## src/sv/grd_pkg.sv

```systemverilog
// Shared types, codes and the gamma table of the glyph row run-length decoder.
// Used by every module of the block; depends on nothing.
package grd_pkg;

    localparam logic [1:0] KIND_PIXEL = 2'd0;
    localparam logic [1:0] KIND_OK    = 2'd1;
    localparam logic [1:0] KIND_BAD   = 2'd2;

    localparam logic CFG_WIDTH  = 1'b0;
    localparam logic CFG_HEIGHT = 1'b1;

    localparam logic [7:0] TOK_END_ROW = 8'h80;

    localparam int QUEUE_DEPTH = 4;
    localparam int QUEUE_PTR_W = $clog2(QUEUE_DEPTH);

    typedef enum logic [2:0] {
        PH_HEADER,
        PH_TOKEN,
        PH_LITERAL,
        PH_REPEAT,
        PH_SKIP,
        PH_DONE,
        PH_FAILED
    } phase_t;

    typedef struct packed {
        logic [7:0] data_byte;
        logic       first_byte;
        logic       end_of_data;
    } grd_in_t;

    typedef struct packed {
        logic [1:0] kind;
        logic [7:0] pixel_row;
        logic [7:0] pixel_column;
        logic [7:0] coverage;
        logic       last_of_run;
    } grd_out_t;

    typedef struct packed {
        logic [5:0] pix_count;
        logic [7:0] row;
        logic [7:0] column;
        logic [7:0] coverage;
        logic       has_status;
        logic [1:0] status;
    } grd_job_t;

    function automatic logic [7:0] gamma_lookup(input logic [4:0] idx);
        logic [7:0] val;
        case (idx)
            5'd0:  val = 8'd1;
            5'd1:  val = 8'd1;
            5'd2:  val = 8'd2;
            5'd3:  val = 8'd4;
            5'd4:  val = 8'd5;
            5'd5:  val = 8'd7;
            5'd6:  val = 8'd10;
            5'd7:  val = 8'd13;
            5'd8:  val = 8'd16;
            5'd9:  val = 8'd20;
            5'd10: val = 8'd25;
            5'd11: val = 8'd30;
            5'd12: val = 8'd35;
            5'd13: val = 8'd41;
            5'd14: val = 8'd47;
            5'd15: val = 8'd55;
            5'd16: val = 8'd62;
            5'd17: val = 8'd71;
            5'd18: val = 8'd79;
            5'd19: val = 8'd89;
            5'd20: val = 8'd99;
            5'd21: val = 8'd110;
            5'd22: val = 8'd121;
            5'd23: val = 8'd133;
            5'd24: val = 8'd146;
            5'd25: val = 8'd159;
            5'd26: val = 8'd174;
            5'd27: val = 8'd188;
            5'd28: val = 8'd204;
            5'd29: val = 8'd220;
            5'd30: val = 8'd237;
            5'd31: val = 8'd255;
            default: val = 8'd0;
        endcase
        return val;
    endfunction

endpackage

```

## src/sv/grd_front.sv

```systemverilog
// Front end: takes compressed bytes, parses row headers and tokens, and
// turns each byte with pixels or a status into one back-end job. Depends on grd_pkg.
module grd_front
    import grd_pkg::*;
(
    input  logic     clk,
    input  logic     rst_n,
    input  logic     cfg_write,
    input  logic     cfg_index,
    input  logic [7:0] cfg_data,
    input  logic     byte_valid,
    output logic     byte_ready,
    input  grd_in_t  byte_item,
    input  logic     queue_full,
    output logic     job_push,
    output grd_job_t job
);

    phase_t      phase_reg, phase_next;
    logic [1:0]  hdr_seen_reg, hdr_seen_next;
    logic [23:0] size_shift_reg, size_shift_next;
    logic [31:0] bytes_left_reg, bytes_left_next;
    logic [6:0]  run_left_reg, run_left_next;
    logic [7:0]  row_reg, row_next;
    logic [7:0]  col_reg, col_next;
    logic [7:0]  width_reg, height_reg;

    logic        accept;
    logic        job_want;
    grd_job_t    step_job;

    always_comb
    begin
        phase_t      ph;
        logic [1:0]  hb;
        logic [23:0] shift;
        logic [31:0] rbl;
        logic [31:0] size;
        logic [6:0]  run;
        logic [7:0]  row;
        logic [7:0]  col;
        logic [7:0]  b;
        logic [8:0]  sum;
        logic [8:0]  lim;
        logic [7:0]  rows;
        logic        bad;
        logic        ok;

        b     = byte_item.data_byte;
        ph    = byte_item.first_byte ? PH_HEADER : phase_reg;
        hb    = byte_item.first_byte ? 2'd0 : hdr_seen_reg;
        shift = byte_item.first_byte ? 24'd0 : size_shift_reg;
        rbl   = byte_item.first_byte ? 32'd0 : bytes_left_reg;
        run   = byte_item.first_byte ? 7'd0 : run_left_reg;
        row   = byte_item.first_byte ? 8'd0 : row_reg;
        col   = byte_item.first_byte ? 8'd0 : col_reg;
        size  = {b, shift};
        sum   = 9'd0;
        lim   = 9'd0;
        rows  = (height_reg == 8'd0) ? 8'd1 : height_reg;
        bad   = 1'b0;
        ok    = 1'b0;

        step_job            = '0;
        step_job.row        = row;
        step_job.column     = col;
        step_job.coverage   = gamma_lookup(b[4:0]);

        if (ph == PH_DONE || ph == PH_FAILED)
        begin
            // Finished glyph: the byte is dropped.
        end
        else if (ph == PH_HEADER)
        begin
            if (hb == 2'd3)
            begin
                hb    = 2'd0;
                shift = 24'd0;
                if (size <= 32'd4)
                begin
                    bad = 1'b1;
                end
                else
                begin
                    rbl = size - 32'd4;
                    col = 8'd0;
                    ph  = PH_TOKEN;
                end
            end
            else
            begin
                case (hb)
                    2'd0:    shift[7:0]   = b;
                    2'd1:    shift[15:8]  = b;
                    default: shift[23:16] = b;
                endcase
                hb = hb + 2'd1;
            end
        end
        else
        begin
            if (rbl != 32'd0)
            begin
                rbl = rbl - 32'd1;
            end
            case (ph)
                PH_TOKEN:
                begin
                    if (b == TOK_END_ROW)
                    begin
                        ph = PH_SKIP;
                    end
                    else if (b[7])
                    begin
                        if ({25'd0, b[6:0]} > rbl)
                        begin
                            bad = 1'b1;
                        end
                        else
                        begin
                            run = b[6:0];
                            ph  = PH_LITERAL;
                        end
                    end
                    else if (b[6])
                    begin
                        sum = {1'b0, col} + {3'd0, b[5:0]};
                        col = sum[8] ? 8'hFF : sum[7:0];
                    end
                    else if (b == 8'd0 || rbl == 32'd0)
                    begin
                        bad = 1'b1;
                    end
                    else
                    begin
                        run = b[6:0];
                        ph  = PH_REPEAT;
                    end
                end
                PH_LITERAL:
                begin
                    step_job.pix_count = (col < width_reg) ? 6'd1 : 6'd0;
                    col = (col == 8'hFF) ? 8'hFF : col + 8'd1;
                    if (run != 7'd0)
                    begin
                        run = run - 7'd1;
                    end
                    if (run == 7'd0)
                    begin
                        ph = PH_TOKEN;
                    end
                end
                PH_REPEAT:
                begin
                    sum = {1'b0, col} + {2'd0, run};
                    lim = (sum < {1'b0, width_reg}) ? sum : {1'b0, width_reg};
                    if (col < width_reg)
                    begin
                        step_job.pix_count = 6'(lim - {1'b0, col});
                    end
                    col = sum[8] ? 8'hFF : sum[7:0];
                    run = 7'd0;
                    ph  = PH_TOKEN;
                end
                default:
                begin
                end
            endcase
            if (!bad && (ph == PH_TOKEN || ph == PH_SKIP) && rbl == 32'd0)
            begin
                if ({1'b0, row} + 9'd1 >= {1'b0, rows})
                begin
                    ok = 1'b1;
                    ph = PH_DONE;
                end
                else
                begin
                    row = row + 8'd1;
                    col = 8'd0;
                    ph  = PH_HEADER;
                end
            end
        end

        if (bad || (byte_item.end_of_data && ph != PH_DONE && ph != PH_FAILED))
        begin
            ph = PH_FAILED;
            step_job.has_status = 1'b1;
            step_job.status     = KIND_BAD;
        end
        else if (ok)
        begin
            step_job.has_status = 1'b1;
            step_job.status     = KIND_OK;
        end

        phase_next      = ph;
        hdr_seen_next   = hb;
        size_shift_next = shift;
        bytes_left_next = rbl;
        run_left_next   = run;
        row_next        = row;
        col_next        = col;
    end

    always_comb
    begin
        byte_ready = !queue_full;
        accept     = byte_valid && byte_ready;
        job_want   = step_job.has_status || (step_job.pix_count != 6'd0);
        job_push   = accept && job_want;
        job        = step_job;
    end

    always_ff @(posedge clk or negedge rst_n)
    begin
        if (!rst_n)
        begin
            phase_reg      <= PH_HEADER;
            hdr_seen_reg   <= 2'd0;
            size_shift_reg <= 24'd0;
            bytes_left_reg <= 32'd0;
            run_left_reg   <= 7'd0;
            row_reg        <= 8'd0;
            col_reg        <= 8'd0;
        end
        else if (accept)
        begin
            phase_reg      <= phase_next;
            hdr_seen_reg   <= hdr_seen_next;
            size_shift_reg <= size_shift_next;
            bytes_left_reg <= bytes_left_next;
            run_left_reg   <= run_left_next;
            row_reg        <= row_next;
            col_reg        <= col_next;
        end
    end

    always_ff @(posedge clk or negedge rst_n)
    begin
        if (!rst_n)
        begin
            width_reg  <= 8'd1;
            height_reg <= 8'd1;
        end
        else if (cfg_write)
        begin
            case (cfg_index)
                CFG_WIDTH:  width_reg  <= cfg_data;
                CFG_HEIGHT: height_reg <= cfg_data;
                default:    width_reg  <= width_reg;
            endcase
        end
    end

    a_pixels_inside_width: assert property (@(posedge clk) disable iff (!rst_n)
        job_push && job.pix_count != 6'd0
            |-> ({1'b0, job.column} + {3'd0, job.pix_count}) <= {1'b0, width_reg})
        else $error("pixel job reaches past the glyph width");

    a_finished_is_silent: assert property (@(posedge clk) disable iff (!rst_n)
        byte_valid && !byte_item.first_byte
            && (phase_reg == PH_DONE || phase_reg == PH_FAILED) |-> !job_push)
        else $error("job issued for a finished glyph");

    a_no_push_when_full: assert property (@(posedge clk) disable iff (!rst_n)
        queue_full |-> !job_push)
        else $error("job pushed into a full queue");

endmodule

```

## src/sv/grd_queue.sv

```systemverilog
// Short job queue between the front and back ends of the decoder.
// Depends on grd_pkg for the job type and the queue depth.
module grd_queue
    import grd_pkg::*;
(
    input  logic     clk,
    input  logic     rst_n,
    input  logic     push,
    input  grd_job_t push_job,
    output logic     full,
    input  logic     pop,
    output grd_job_t head,
    output logic     empty
);

    grd_job_t                 slot_reg [QUEUE_DEPTH];
    logic [QUEUE_PTR_W-1:0]   wr_ptr_reg, wr_ptr_next;
    logic [QUEUE_PTR_W-1:0]   rd_ptr_reg, rd_ptr_next;
    logic [QUEUE_PTR_W:0]     count_reg, count_next;

    always_comb
    begin
        full        = (count_reg == (QUEUE_PTR_W + 1)'(QUEUE_DEPTH));
        empty       = (count_reg == '0);
        head        = slot_reg[rd_ptr_reg];
        wr_ptr_next = push ? wr_ptr_reg + 1'b1 : wr_ptr_reg;
        rd_ptr_next = pop ? rd_ptr_reg + 1'b1 : rd_ptr_reg;
        count_next  = count_reg;
        if (push && !pop)
        begin
            count_next = count_reg + 1'b1;
        end
        else if (pop && !push)
        begin
            count_next = count_reg - 1'b1;
        end
    end

    always_ff @(posedge clk or negedge rst_n)
    begin
        if (!rst_n)
        begin
            wr_ptr_reg <= '0;
            rd_ptr_reg <= '0;
            count_reg  <= '0;
        end
        else
        begin
            wr_ptr_reg <= wr_ptr_next;
            rd_ptr_reg <= rd_ptr_next;
            count_reg  <= count_next;
        end
    end

    always_ff @(posedge clk)
    begin
        if (push)
        begin
            slot_reg[wr_ptr_reg] <= push_job;
        end
    end

    a_no_underflow: assert property (@(posedge clk) disable iff (!rst_n)
        empty |-> !pop)
        else $error("pop from an empty queue");

    a_count_tracks: assert property (@(posedge clk) disable iff (!rst_n)
        push && !pop |=> !empty)
        else $error("queue lost a pushed job");

    a_pointer_gap: assert property (@(posedge clk) disable iff (!rst_n)
        !full |-> (wr_ptr_reg - rd_ptr_reg) == count_reg[QUEUE_PTR_W-1:0])
        else $error("queue pointers disagree with the count");

endmodule

```

## src/sv/grd_back.sv

```systemverilog
// Back end: expands one job at a time into pixel writes and a status
// report, held in output registers. Depends on grd_pkg.
module grd_back
    import grd_pkg::*;
(
    input  logic     clk,
    input  logic     rst_n,
    input  logic     queue_empty,
    input  grd_job_t head,
    output logic     pop,
    output logic     result_valid,
    input  logic     result_ready,
    output grd_out_t result_item
);

    logic       busy_reg, busy_next;
    logic [5:0] cnt_reg, cnt_next;
    logic [7:0] row_reg, row_next;
    logic [7:0] col_reg, col_next;
    logic [7:0] cov_reg, cov_next;
    logic       st_valid_reg, st_valid_next;
    logic [1:0] st_kind_reg, st_kind_next;

    logic       pixel;
    logic       last;
    logic       fire;

    always_comb
    begin
        pixel = (cnt_reg != 6'd0);
        last  = pixel ? (cnt_reg == 6'd1 && !st_valid_reg) : 1'b1;
        fire  = busy_reg && result_ready;
        pop   = !queue_empty && (!busy_reg || (fire && last));

        busy_next     = busy_reg;
        cnt_next      = cnt_reg;
        row_next      = row_reg;
        col_next      = col_reg;
        cov_next      = cov_reg;
        st_valid_next = st_valid_reg;
        st_kind_next  = st_kind_reg;

        if (pop)
        begin
            busy_next     = 1'b1;
            cnt_next      = head.pix_count;
            row_next      = head.row;
            col_next      = head.column;
            cov_next      = head.coverage;
            st_valid_next = head.has_status;
            st_kind_next  = head.status;
        end
        else if (fire)
        begin
            if (last)
            begin
                busy_next = 1'b0;
            end
            else
            begin
                cnt_next = cnt_reg - 6'd1;
                col_next = col_reg + 8'd1;
            end
        end
    end

    always_comb
    begin
        result_valid             = busy_reg;
        result_item.kind         = pixel ? KIND_PIXEL : st_kind_reg;
        result_item.pixel_row    = pixel ? row_reg : 8'd0;
        result_item.pixel_column = pixel ? col_reg : 8'd0;
        result_item.coverage     = pixel ? cov_reg : 8'd0;
        result_item.last_of_run  = last;
    end

    always_ff @(posedge clk or negedge rst_n)
    begin
        if (!rst_n)
        begin
            busy_reg     <= 1'b0;
            cnt_reg      <= 6'd0;
            st_valid_reg <= 1'b0;
        end
        else
        begin
            busy_reg     <= busy_next;
            cnt_reg      <= cnt_next;
            st_valid_reg <= st_valid_next;
        end
    end

    always_ff @(posedge clk)
    begin
        row_reg     <= row_next;
        col_reg     <= col_next;
        cov_reg     <= cov_next;
        st_kind_reg <= st_kind_next;
    end

    a_job_has_content: assert property (@(posedge clk) disable iff (!rst_n)
        busy_reg && cnt_reg == 6'd0 |-> st_valid_reg)
        else $error("active job has nothing left to report");

    a_more_follows: assert property (@(posedge clk) disable iff (!rst_n)
        fire && !last |=> busy_reg)
        else $error("job dropped before its last result");

    a_status_kind: assert property (@(posedge clk) disable iff (!rst_n)
        busy_reg && st_valid_reg |-> st_kind_reg == KIND_OK || st_kind_reg == KIND_BAD)
        else $error("status report carries a pixel kind");

endmodule

```

## src/sv/glyph_rle_row_decoder.sv

```systemverilog
// Glyph row run-length decoder, top level: front end, job queue, back end.
// Depends on grd_pkg, grd_front, grd_queue and grd_back.
//
//   channel   direction  handshake                      payload
//   byte      in         byte_valid / byte_ready        byte_item (grd_in_t)
//   result    out        result_valid / result_ready    result_item (grd_out_t)
//   config    in         cfg_write                      cfg_index, cfg_data
//
// A byte is taken every cycle while the four-entry job queue has room.
// A byte's job goes through a queue slot and then the back-end registers
// before its first result shows; a repeat run holds the result register for
// one result per pixel, so sustained input follows the result side once the
// queue fills. Bytes that cause no result never reach the queue.
// Reset clears the decoder state and sets width and height to one.
module glyph_rle_row_decoder
    import grd_pkg::*;
(
    input  logic       clk,
    input  logic       rst_n,
    input  logic       cfg_write,
    input  logic       cfg_index,
    input  logic [7:0] cfg_data,
    input  logic       byte_valid,
    output logic       byte_ready,
    input  grd_in_t    byte_item,
    output logic       result_valid,
    input  logic       result_ready,
    output grd_out_t   result_item
);

    logic     queue_full;
    logic     queue_empty;
    logic     job_push;
    logic     job_pop;
    grd_job_t job_in;
    grd_job_t job_head;

    grd_front u_front (
        .clk        (clk),
        .rst_n      (rst_n),
        .cfg_write  (cfg_write),
        .cfg_index  (cfg_index),
        .cfg_data   (cfg_data),
        .byte_valid (byte_valid),
        .byte_ready (byte_ready),
        .byte_item  (byte_item),
        .queue_full (queue_full),
        .job_push   (job_push),
        .job        (job_in)
    );

    grd_queue u_queue (
        .clk      (clk),
        .rst_n    (rst_n),
        .push     (job_push),
        .push_job (job_in),
        .full     (queue_full),
        .pop      (job_pop),
        .head     (job_head),
        .empty    (queue_empty)
    );

    grd_back u_back (
        .clk          (clk),
        .rst_n        (rst_n),
        .queue_empty  (queue_empty),
        .head         (job_head),
        .pop          (job_pop),
        .result_valid (result_valid),
        .result_ready (result_ready),
        .result_item  (result_item)
    );

endmodule
```

## config.mk

```make
export PLATFORM = sky130hd
export DESIGN_NAME = glyph_rle_row_decoder
export DESIGN_NICKNAME = d
export VERILOG_FILES = /design/src/sv/grd_pkg.sv /design/src/sv/grd_front.sv /design/src/sv/grd_queue.sv /design/src/sv/grd_back.sv /design/src/sv/glyph_rle_row_decoder.sv
export SDC_FILE = /design/constraint.sdc
export NUM_CORES = 1
export LEC_CHECK = 0
export BUFFER_PORTS_ARGS = -buffer_cell sky130_fd_sc_hd__buf_2
export CORE_ASPECT_RATIO = 1.1
export CORE_MARGIN = 2
export CORE_UTILIZATION = 40
export CTS_CLUSTER_SIZE = 14
export DETAILED_ROUTE_END_ITERATION = 7
export HOLD_SLACK_MARGIN = 0.06
export SYNTH_ARGS = -nofsm -noshare
export SYNTH_HDL_FRONTEND = slang
export SYNTH_SLANG_ARGS = --single-unit
export TNS_END_PERCENT = 100
```

## constraint.sdc

```tcl
create_clock -name clk -period 8.7 [get_ports clk]
set_input_delay 1.305 -clock clk [delete_from_list [all_inputs] [get_ports clk]]
set_output_delay 1.305 -clock clk [all_outputs]
set_load 0.005 [all_outputs]
```

==> run metrics <==
status completed; Arr. time, crit path 7.54 ns; hold path startpoint u_front.row_reg[7]; mux cell area share after synthesis 6.630%; Rel. slew slack 26.26%; Synth Area in Simple Gates 16.86%; initial antenna violation count 1; Vias/cell 5.973; Synth area leader edfxtp_1; initial DRC count 1247; Reg clk slew, reported paths 0.06 ns; Synth Area in Compound Gates 18.33%; Primary FF master, synth edfxtp_1; DRC violations left 0; Critical R2R Capture u_queue.slot_reg[0][18]; Slew @ Worst Pin 1.097 ns; Hold Path Class register to register; fin crit period 7.346 ns; Hold Buf Count CTS 0; GP Congestion 0.9136; main area contributors after synthesis edfxtp_1 (28%), dfrtp_1 (17%), ha_1 (5.2%); fin cells 2226; first-pass detailed-route iteration total 5; clk buf depth 3; Synth top area share 28.03%; Setup Skew 0.01446 ns; Setup-failing EPs final 0; max reg flops 132; syn_nets 1728; crit path capture type register; Min-Delay Path Depth 1; clock latency on the worst-skew pair 0.58 ns; Final Max Slew Viols 0; CTS tree yes; fraction of layout cells with a size suffix above 1 13.80%; Hold EP u_front.row_reg[7]; CP required 8.90 ns; Fill cells 4022; root buf cell clkbuf_16; Core Box Area 0.04201 mm2; Total Wirelength 48470 um; Nets 1733; largest family of logic cells by synthesized area compound AO/OA/AOI/OAI gates; PortBufs 52; Tcrit/Tclk final 84.43%; Worst R2R Setup Slack 2.18 ns; unrepaired setup endpoints after global routing false; H-tree levels 1; first-pass GRT wire length 75760 um; r2r startpoint u_front.col_reg[0]; All-Layer GR Usage 21.88%; Crit Path Max Fanout 33; GRT Residual Overflow 0; P&R area growth vs syn 9.867%; Initial Utilization 40.29%; via count 13300; chip height 219.8 um; Syn Area/Cell 10.39 um2; EDFF count, synth 158; WS Path Type input pin to register; setup bufs post-CTS 0; Synth cell types 105; Inst Count DP 2168; post_cts resized 0; Mapped Area 0.01693 mm2; sequential-to-total area share from yosys stat 45.04%; startpoint types input pin; synth warn 0; detailed-placement wirelength estimate 33690 um; chip width 200.1 um; Pleak 7.223 nW; synth cell count leaders edfxtp_1 (158), nand2_1 (147), o21ai_0 (131), dfrtp_1 (113), nor2_1 (109); Num CTS Buffers 31; Synth Register Bits 273; Synth Area in XOR/XNOR 3.104%; ANT cells 0; maximum number of pins on one net before global-route repair 75; die footprint 0.04398 mm2; Worst Reg-to-Reg Cells 24; setup tns final 0 ns; Final ANT Viol Nets 0; max cap viols 0; I/O pin count 53; standard-cell rows 79; hold_ws 0.5042 ns; area share of fa/ha/maj cells after synthesis 5.721%; PwrDens 323.6 mW/mm2; Post-Syn Instances 1629; drt wl/cell 21.78 um; FMAX 0.1361 GHz; vias in the first global route 13120; worst vdd ir 201.8 uV; Clock Sinks 273; most frequent cell after synthesis edfxtp_1; ys async rst share 42.12%; Final Hold Vio Count 0
per-layer routing:
layer  share of wire (%)  global-route usage [%]  up-vias
met4                 3.9                   8.806        2
met5               0.027                       0        -
met2                  48                   37.34      470
met1                  43                   28.05     6520
li1                    -                       -     6184
met3                 5.6                   3.239      121
critical path: stages:
cell and delay [ns]:
buf_4 0.21, inv_2 0.35, nand2_1 0.23, inv_1 0.17, ha_1 0.24, a21o_1 0.17
a21oi_1 0.23, o21bai_1 0.09, a21oi_1 0.24, o21bai_1 0.09, a21oi_1 0.18, xnor2_1 0.18
ha_1 0.28, o21a_1 0.10, a211o_1 0.41, mux2_2 0.34, ha_1 0.27, nor2b_1 0.13
o21ai_0 0.14, nand2b_1 0.12, a21o_1 0.19, a21oi_1 0.17, xnor2_1 0.15, xnor2_1 0.11
a41o_1 0.30, a31oi_4 0.28, and2_2 0.82
cells by family after synthesis:
| kind of cell | count (synthesis) |
|---|---|
| simple gates | 531 |
| flops | 273 |
| fa+ha+maj | 75 |
| xor+xnor | 60 |
| buf+inv | 162 |
| compound gates | 461 |
| mux | 67 |
cell usage in the layout, fill, tap and decap left out, types with 22 or more instances in the layout:
cell | netlist | final
dfrtp_1 | 113 | 112
and2_1 | 30 | 30
inv_1 | 62 | 61
nand2_1 | 147 | 147
a21oi_1 | 89 | 89
nor3_1 | 34 | 34
ha_1 | 71 | 71
edfxtp_1 | 158 | 158
clkbuf_16 | 0 | 31
nand3_1 | 25 | 25
xnor2_1 | 37 | 37
o21ai_0 | 131 | 131
mux4_2 | 34 | 34
nor2b_1 | 28 | 28
a22o_1 | 34 | 34
xor2_1 | 23 | 23
nor2_1 | 109 | 109
buf_4 | 5 | 22
buf_2 | 11 | 50
power by group:
part | total, W | leakage, nW | switching, W | internal, W
Combinational | 0.00261 | 3.76 | 0.00158 | 0.00103
Clock | 0.00134 | 0.500 | 0.000535 | 0.000803
Sequential | 0.00207 | 2.96 | 0.000335 | 0.00174
per-stage QoR:
stage                     utilization, %  power [W]  setup WS, ns  area [um2]
after detailed placement           41.80   0.004662        0.7867       17560
after global routing               44.27   0.006393        0.9867       18600
after global placement             41.80   0.004630        0.9368       17560
final                              44.27   0.006018         1.354       18600
after CTS                          44.27   0.006022         1.355       18600
after floorplan                        -   0.003932        0.8178       16930
final cells by class:
class | instances | area (um2) | share of cell area [%]
sequential | 273 | 7626 | 41.01
clock inverter | 20 | 237.7 | 1.278
multi-input combinational | 1194 | 8574 | 46.10
timing repair buffer | 72 | 415.4 | 2.234
inverter | 62 | 232.7 | 1.251
clock buffer | 38 | 802.0 | 4.312
tap | 567 | 709.4 | 3.815
how the worst max path moves through the flow:
stage / startpoint / end / slack, ns
global placement: byte_item[1] / u_queue.slot_reg[3][21] / 0.94
global route: byte_item[1] / u_queue.slot_reg[3][23] / 0.99
CTS: byte_item[1] / u_queue.slot_reg[0][19] / 1.36
floorplan: byte_item[1] / u_queue.count_reg[2] / 0.82
finish: byte_item[1] / u_queue.slot_reg[0][18] / 1.35
detailed placement: byte_item[1] / u_queue.slot_reg[0][23] / 0.79
Power figures use the tool's default switching activity.
